<file path="src/rtl/dba_pkg.sv">
// ----------------------------------------------------------------------------
// dba_pkg: shared types and constants
// Digit widths, store depths, operation codes and sequencer states for the
// decimal add, subtract and multiply core.
// ----------------------------------------------------------------------------
package dba_pkg;

  localparam int MaxDigits = 32;
  localparam int DigitW    = 4;
  localparam int LenW      = $clog2(MaxDigits + 1);
  localparam int AddrW     = $clog2(MaxDigits);
  localparam int PAddrW    = $clog2(2 * MaxDigits);
  localparam int PLenW     = $clog2(2 * MaxDigits + 1);

  typedef logic [DigitW-1:0] digit_t;

  typedef enum logic [1:0] {
    OP_ADD = 2'd0,
    OP_SUB = 2'd1,
    OP_MUL = 2'd2,
    OP_NOP = 2'd3
  } op_t;

  typedef enum logic [3:0] {
    ST_LOAD,
    ST_CLEAR,
    ST_RD,
    ST_ADDSUB,
    ST_SUBCHK,
    ST_MRD,
    ST_MACC,
    ST_MCARRY,
    ST_ORD,
    ST_OUT
  } state_t;

  localparam int Radix = 10;

endpackage

</file>
<file path="src/rtl/dba_ram.sv">
// ----------------------------------------------------------------------------
// dba_ram: generic single-port-write, single-port-read RAM
// One write port and one read port with registered read data.
// ----------------------------------------------------------------------------
module dba_ram #(
  parameter int Width = 4,
  parameter int Depth = 32
) (
  input  logic                     clk,
  input  logic                     we,
  input  logic [$clog2(Depth)-1:0] waddr,
  input  logic [Width-1:0]         wdata,
  input  logic [$clog2(Depth)-1:0] raddr,
  output logic [Width-1:0]         rdata
);

  logic [Width-1:0] mem [Depth];

  // Write and registered read.
  always_ff @(posedge clk) begin
    if (we) begin
      mem[waddr] <= wdata;
    end
    rdata <= mem[raddr];
  end

endmodule

</file>
<file path="src/rtl/decimal_bignum_alu_core.sv">
// ----------------------------------------------------------------------------
// decimal_bignum_alu_core: decimal schoolbook add, subtract and multiply
// Loads digit pairs, then runs one shared digit unit over the stored
// operands under a small sequencer and streams result digits out.
// ----------------------------------------------------------------------------
//  channel   direction  handshake         payload
//  in        input      in_valid/in_stall digit_a digit_b a_present b_present last_digit
//  out       output     out_valid/out_stall result_digit underflow last_result
//  config    input      APB write/read    operation at address 0
//
//  A non-final item is accepted whenever it is offered. The final item starts a
//  job, and multiply first clears the accumulator; the job's length is set by
//  the single digit unit and the one-read-port stores. Result digits then
//  leave one by one, each read from the store and then shown until taken.
//  Reset is synchronous and clears control state; in_stall is high for the
//  whole job and while out_stall holds.
module decimal_bignum_alu_core (
  input  logic                 clk,
  input  logic                 rst,
  input  logic                 in_valid,
  output logic                 in_stall,
  input  logic [3:0]           digit_a,
  input  logic [3:0]           digit_b,
  input  logic                 a_present,
  input  logic                 b_present,
  input  logic                 last_digit,
  output logic                 out_valid,
  input  logic                 out_stall,
  output logic [3:0]           result_digit,
  output logic                 underflow,
  output logic                 last_result,
  input  logic                 psel,
  input  logic                 penable,
  input  logic                 pwrite,
  input  logic [1:0]           paddr,
  input  logic [31:0]          pwdata,
  output logic [31:0]          prdata,
  output logic                 pready
);
  import dba_pkg::*;

  state_t state, state_next;
  op_t    operation, op;
  logic [LenW-1:0]   length_a, length_b, la, lb;
  logic [LenW-1:0]   i, j;
  logic [PLenW-1:0]  k, n;
  logic [3:0]        carry;
  logic              borrow;

  // Configuration register.
  assign pready = 1'b1;
  assign prdata = {30'd0, operation};
  always_ff @(posedge clk) begin
    if (rst) begin
      operation <= OP_ADD;
    end else if (psel && penable && pwrite && paddr == 2'd0) begin
      operation <= op_t'(pwdata[1:0]);
    end
  end

  logic in_acc;
  assign in_stall = (state != ST_LOAD);
  assign in_acc   = in_valid && !in_stall;

  function automatic digit_t sat(input logic [3:0] v);
    sat = (v > 4'd9) ? 4'd9 : v;
  endfunction

  // Operand and product stores.
  logic            a_we, b_we, p_we;
  logic [AddrW-1:0] a_wa, b_wa, a_ra, b_ra;
  digit_t          a_wd, b_wd, a_rd, b_rd, p_wd, p_rd;
  logic [PAddrW-1:0] p_wa, p_ra;

  dba_ram #(.Width(DigitW), .Depth(MaxDigits)) u_a (
    .clk, .we(a_we), .waddr(a_wa), .wdata(a_wd), .raddr(a_ra), .rdata(a_rd));
  dba_ram #(.Width(DigitW), .Depth(MaxDigits)) u_b (
    .clk, .we(b_we), .waddr(b_wa), .wdata(b_wd), .raddr(b_ra), .rdata(b_rd));
  dba_ram #(.Width(DigitW), .Depth(2*MaxDigits)) u_p (
    .clk, .we(p_we), .waddr(p_wa), .wdata(p_wd), .raddr(p_ra), .rdata(p_rd));

  logic a_ld, b_ld, empty_a, empty_b;
  assign a_ld = in_acc && a_present && (length_a < LenW'(MaxDigits));
  assign b_ld = in_acc && b_present && (length_b < LenW'(MaxDigits));
  assign empty_a = in_acc && last_digit && !a_ld && length_a == '0;
  assign empty_b = in_acc && last_digit && !b_ld && length_b == '0;

  assign a_we = a_ld || empty_a;
  assign b_we = b_ld || empty_b;
  assign a_wa = a_ld ? length_a[AddrW-1:0] : '0;
  assign b_wa = b_ld ? length_b[AddrW-1:0] : '0;
  assign a_wd = a_ld ? sat(digit_a) : '0;
  assign b_wd = b_ld ? sat(digit_b) : '0;

  // Shared digit unit: acc + a*b + carry (or a + b + carry), then split by ten; a - b - borrow alongside.
  logic [6:0] prod, t;
  logic [3:0] t_hi;
  logic [3:0] dig_lo;
  digit_t     av, bv;
  logic [4:0] sub_s;
  logic       sub_neg;
  assign av = (i < la) ? a_rd : '0;
  assign bv = (i < lb) ? b_rd : '0;
  assign prod = 7'(a_rd * b_rd);
  always_comb begin
    if (op == OP_MUL) begin
      t = prod + 7'(p_rd) + 7'(carry);
    end else begin
      t = 7'(av) + 7'(bv) + 7'(carry);
    end
    // Reciprocal multiply by 205/2048 is exact for t up to 99.
    t_hi   = 4'((15'(t) * 15'd205) >> 11);
    dig_lo = 4'(t - 7'(t_hi) * 7'(Radix));
    sub_s  = 5'(a_rd) - 5'(bv) - 5'(borrow);
    sub_neg = sub_s[4];
  end

  // Read addresses.
  assign a_ra = i[AddrW-1:0];
  assign b_ra = (op == OP_MUL) ? j[AddrW-1:0] : i[AddrW-1:0];
  assign p_ra = (state == ST_ORD || state == ST_OUT) ? k[PAddrW-1:0]
                                                    : PAddrW'(i + j);

  // Product store writes.
  always_comb begin
    p_we = 1'b0;
    p_wa = PAddrW'(i + j);
    p_wd = dig_lo;
    case (state)
      ST_CLEAR: begin
        p_we = 1'b1; p_wa = k[PAddrW-1:0]; p_wd = '0;
      end
      ST_ADDSUB: begin
        p_we = 1'b1; p_wa = PAddrW'(i);
        p_wd = (op == OP_SUB) ? (sub_neg ? 4'(sub_s + 5'd10) : sub_s[3:0]) : dig_lo;
      end
      ST_MACC: begin
        p_we = 1'b1;
      end
      ST_MCARRY: begin
        p_we = 1'b1; p_wa = PAddrW'(j + la); p_wd = carry;
      end
      default: p_we = 1'b0;
    endcase
  end

  // Next state.
  always_comb begin
    state_next = state;
    case (state)
      ST_LOAD: if (in_acc && last_digit) begin
        case (op_t'(operation))
          OP_MUL:  state_next = ST_CLEAR;
          OP_NOP:  state_next = ST_LOAD;
          default: state_next = ST_RD;
        endcase
      end
      ST_CLEAR: if (k == PLenW'(2*MaxDigits-1)) state_next = ST_MRD;
      ST_RD:    state_next = (op == OP_SUB && lb > la) ? ST_SUBCHK : ST_ADDSUB;
      ST_ADDSUB: state_next = (LenW'(i + 1) == ((op == OP_SUB || la > lb) ? la : lb))
                              ? ((op == OP_SUB) ? ST_SUBCHK : ST_ORD) : ST_RD;
      ST_SUBCHK: state_next = ST_ORD;
      ST_MRD:   state_next = ST_MACC;
      ST_MACC:  state_next = (LenW'(i + 1) == la) ? ST_MCARRY : ST_MRD;
      ST_MCARRY: state_next = (LenW'(j + 1) == lb) ? ST_ORD : ST_MRD;
      ST_ORD:   state_next = ST_OUT;
      ST_OUT:   if (!out_stall) state_next = (k + 1 == n) ? ST_LOAD : ST_ORD;
      default:  state_next = ST_LOAD;
    endcase
  end

  // Sequencer registers.
  always_ff @(posedge clk) begin
    if (rst) begin
      state <= ST_LOAD;
      length_a <= '0;
      length_b <= '0;
      underflow <= 1'b0;
    end else begin
      state <= state_next;
      if (a_ld) length_a <= length_a + 1'b1;
      if (b_ld) length_b <= length_b + 1'b1;
      case (state)
        ST_LOAD: if (in_acc && last_digit) begin
          la <= a_ld ? LenW'(length_a + 1) : ((length_a == '0) ? LenW'(1) : length_a);
          lb <= b_ld ? LenW'(length_b + 1) : ((length_b == '0) ? LenW'(1) : length_b);
          length_a <= '0; length_b <= '0;
          op <= operation;
          i <= '0; j <= '0; k <= '0; carry <= '0; borrow <= 1'b0;
          underflow <= 1'b0;
        end
        ST_CLEAR: k <= k + 1'b1;
        ST_ADDSUB: begin
          carry <= t_hi; borrow <= sub_neg; i <= i + 1'b1;
          if (op == OP_SUB) n <= PLenW'(la);
          else n <= PLenW'((la > lb) ? la : lb);
        end
        ST_SUBCHK: begin
          k <= '0;
          if (lb > la || borrow) begin
            underflow <= 1'b1; n <= PLenW'(1);
          end
        end
        ST_MACC: begin
          carry <= t_hi; i <= i + 1'b1;
        end
        ST_MCARRY: begin
          carry <= '0; i <= '0; j <= j + 1'b1;
          n <= PLenW'(la + lb - 1);
          if (LenW'(j + 1) == lb) begin
            k <= '0;
            if (carry != '0) n <= PLenW'(la + lb);
          end
        end
        ST_ORD: if (op == OP_ADD && k == '0 && carry != '0) begin
          // Final carry becomes an extra top digit.
          n <= n + 1'b1;
        end
        ST_OUT: if (!out_stall) k <= k + 1'b1;
        default: ;
      endcase
    end
  end

  // Add's final carry is shown past the top digit, from the carry register.
  logic add_top;
  assign add_top = (op == OP_ADD) && (k == n - 1) && (k == PLenW'((la > lb) ? la : lb));

  // Output drive.
  always_comb begin
    out_valid    = (state == ST_OUT);
    last_result  = (k + 1 == n);
    result_digit = underflow ? 4'd0 : (add_top ? carry : p_rd);
  end

endmodule

</file>
<file path="config.mk">
export PLATFORM = sky130hd
export DESIGN_NAME = decimal_bignum_alu_core
export DESIGN_NICKNAME = d
export VERILOG_FILES = /design/src/rtl/dba_pkg.sv /design/src/rtl/dba_ram.sv /design/src/rtl/decimal_bignum_alu_core.sv
export SDC_FILE = /design/constraint.sdc
export NUM_CORES = 1
export LEC_CHECK = 0
export ABC_AREA = 1
export BUFFER_PORTS_ARGS = -buffer_cell sky130_fd_sc_hd__buf_4
export CAP_MARGIN = 20
export CORE_MARGIN = 2
export CORE_UTILIZATION = 40
export CTS_CLUSTER_SIZE = 24
export DETAILED_ROUTE_END_ITERATION = 8
export PLACE_DENSITY_LB_ADDON = 0.3
export RECOVER_POWER = 100
export SYNTH_ARGS = -nofsm -noshare
export SYNTH_HDL_FRONTEND = slang
export SYNTH_SLANG_ARGS = --single-unit
</file>
<file path="constraint.sdc">
create_clock -name clk -period 20.2 [get_ports clk]
set_input_delay 3.03 -clock clk [delete_from_list [all_inputs] [get_ports clk]]
set_output_delay 3.03 -clock clk [all_outputs]
set_load 0.005 [all_outputs]
</file>
==> results.cfg <==
[sta]
hold_viol_final = 0
rsz0062_at_grt = no
period_share_pct = 52.5
setup_violations = 0
tns_ns = 0
slew_viol_final = 626
worst_pin_slew_ns = 3.26
relSlewSlack_pct = -117
fmax_mhz = 94.4
finalClockSkew_ns = 0.0313
whs_ns = 0.530
setup_ws_ns = 9.60
period_needed_ns = 10.60

[final_layout]
fin_nets = 3010
instances_no_fill = 3822
flow.area_growth_from_synthesis_pct = 10.1
drive_gt1_share_pct = 6.22
multi_input_area_mm2 = 0.0103
diodes = 0
regArea_mm2 = 0.0173
fillers = 6803

[drt]
drt-initial-drc-count = 1940
routed_wl_um = 74700
vias_per_cell = 5.45
drtPass1Iterations = 5
wl_per_cell_um = 19.6
drc = 0
vias = 20820
drtAntennaViolNets = 0

[setup_path]
slowest_stage = nand3_1
slowest_delay_ns = 1.89
path_max_fanout = 64
critPathCaptureType = flip-flop
start_kind = flip-flop
crit_top_cell = nand2_1
required_ns = 19.74
path_class = flip-flop to flip-flop
worstPathArrival_ns = 10.14

[outcome]
violations = max-capacitance violations, max-slew violations
status = finished, violations left

[cts]
clk_path_buf_depth = 3
clock_latency_ns = 0.62
cts_made_buffers = 66
hold_buffers = 0
postCtsSetupBuffers = 0
clk_pin_slew_ns = 0.06
htreeDepth = 3
cts_tree = yes
cts_root_buf = clkbuf_16
clock-sinks = 588
cts.repair.resized = 0

[synthesis]
synth-seq-cells = 588
yosysSeqAreaShare_pct = 59.2
yosys_warnings = 0
synth_top_area_share_pct = 57.1
syn_inst = 2798
yosysUniqueCellTypes = 54
synth_common_cells = 557 x edfxtp_1, 504 x nor2_1, 315 x o21ai_0
synth_area_per_cell_um2 = 10.5
synth-main-ff-cell = edfxtp_1
synthArstFlopShare_pct = 0
yosys.area.top_type = edfxtp_1
yosysMostFrequentCell = edfxtp_1
synth_edf_count = 557
ys_top_cells_by_area = edfxtp_1 57%, nor2_1 6.5%, o21ai_0 5.4%, ha_1 4.7%, nand2_1 3.6%
syn_area_mm2 = 0.0293

[die]
rows = 99
die_h_um = 275
coreArea_mm2 = 0.0727
die_area_mm2 = 0.0754
io_pins = 93
initial_core_util_pct = 40.3
fp.dieW_um = 275

[placed_design]
dp_slack_ns = 11.50
routabilityCongestion = 0.947
portBuffers = 31
placed_cells = 3702
dp_hpwl_um = 49500

[grt]
first_global_vias = 20671
grt_max_degree = 97
antenna_found_initial = 1
grt_pass1_wl_um = 116000
grt-ovfl-total = 0
track_usage_pct = 19.8

[job]
cap_violations = 12

[min_path]
hold_class = flip-flop to flip-flop
## kinds of logic (layout without fill, tap and decap cells)
group	Yosys count	in the layout	share of synthesized area, %
simple gates	989	989	14.0
fa+ha+maj	142	142	6.86
xor+xnor	58	58	1.73
compound gates	611	611	12.2
other cells	2	31	0.0256
buf+inv	408	444	5.96
flops	588	588	59.2
## stage by stage
stage                     util [%]  instance area [um^2]
after global routing          44.3                 32200
after CTS                     44.5                 32400
after global placement        41.8                 30400
after detailed placement      41.8                 30400
after floorplan                  -                 29400
final                         44.3                 32200
## state kept, by name, indices dropped and copies added, names as in the netlist, 6 cells and up
register,flops
i,6
j,6
k,7
la,6
lb,6
length_a,6
length_b,6
n,7
u_a.mem,128
u_b.mem,128
u_p.mem,256
## cells in the final DEF, fill, tap and decap left out, types with 34 or more instances in the layout
cell type	instances
xor2_1	40
ha_1	111
nand2_1	279
o211ai_1	34
clkbuf_16	66
o221ai_1	48
a21oi_1	60
o22ai_1	83
inv_1	253
o21ai_0	316
nor2_1	508
clkbuf_1	36
edfxtp_1	557
nand3_1	144
## cell type report
type | count | area share, %
Clock inverter | 32 | 0.745
Clock buffer | 83 | 5.35
Tap cell | 959 | 3.72
Multi-Input combinational cell | 1831 | 32.1
Inverter | 269 | 3.13
Timing Repair Buffer | 60 | 1.16
Sequential cell | 588 | 53.8
## critical path: cells and delay by family, from the launching register on
family                     cells  cell delay [ns]
and+or+nand+nor               14             2.91
xor gates and xnor gates       3             0.56
buffers and inverters          8             0.71
DFF                            1             0.55
adders and majority gates     10             3.80
AOI/OAI and AO/OA              4             0.93
## final timing paths
path                              startpoint        endpoint  slack (ns)  cells after the start
worst min-delay path            operation[0]           op[0]        0.53                      0
worst min register to register  operation[0]           op[0]        0.53                      0
worst max-delay path                   lb[1]  u_p.mem[35][3]        9.60                     39
worst max register to register         lb[1]  u_p.mem[35][3]        9.60                     39
## layer usage
metal / GRT usage (%) / vias to the layer above / wire length [um]
li1: - / 9817 / -
met1: 26.9 / 10061 / 32600
met2: 31.7 / 783 / 34500
met3: 3.47 / 159 / 5130
met4: 7.35 / 0 / 2470
met5: 0 / - / 0
Power is left out: the tool's default activity adds up to more than one toggle a clock period on the data nets, which glitch-free logic cannot reach.
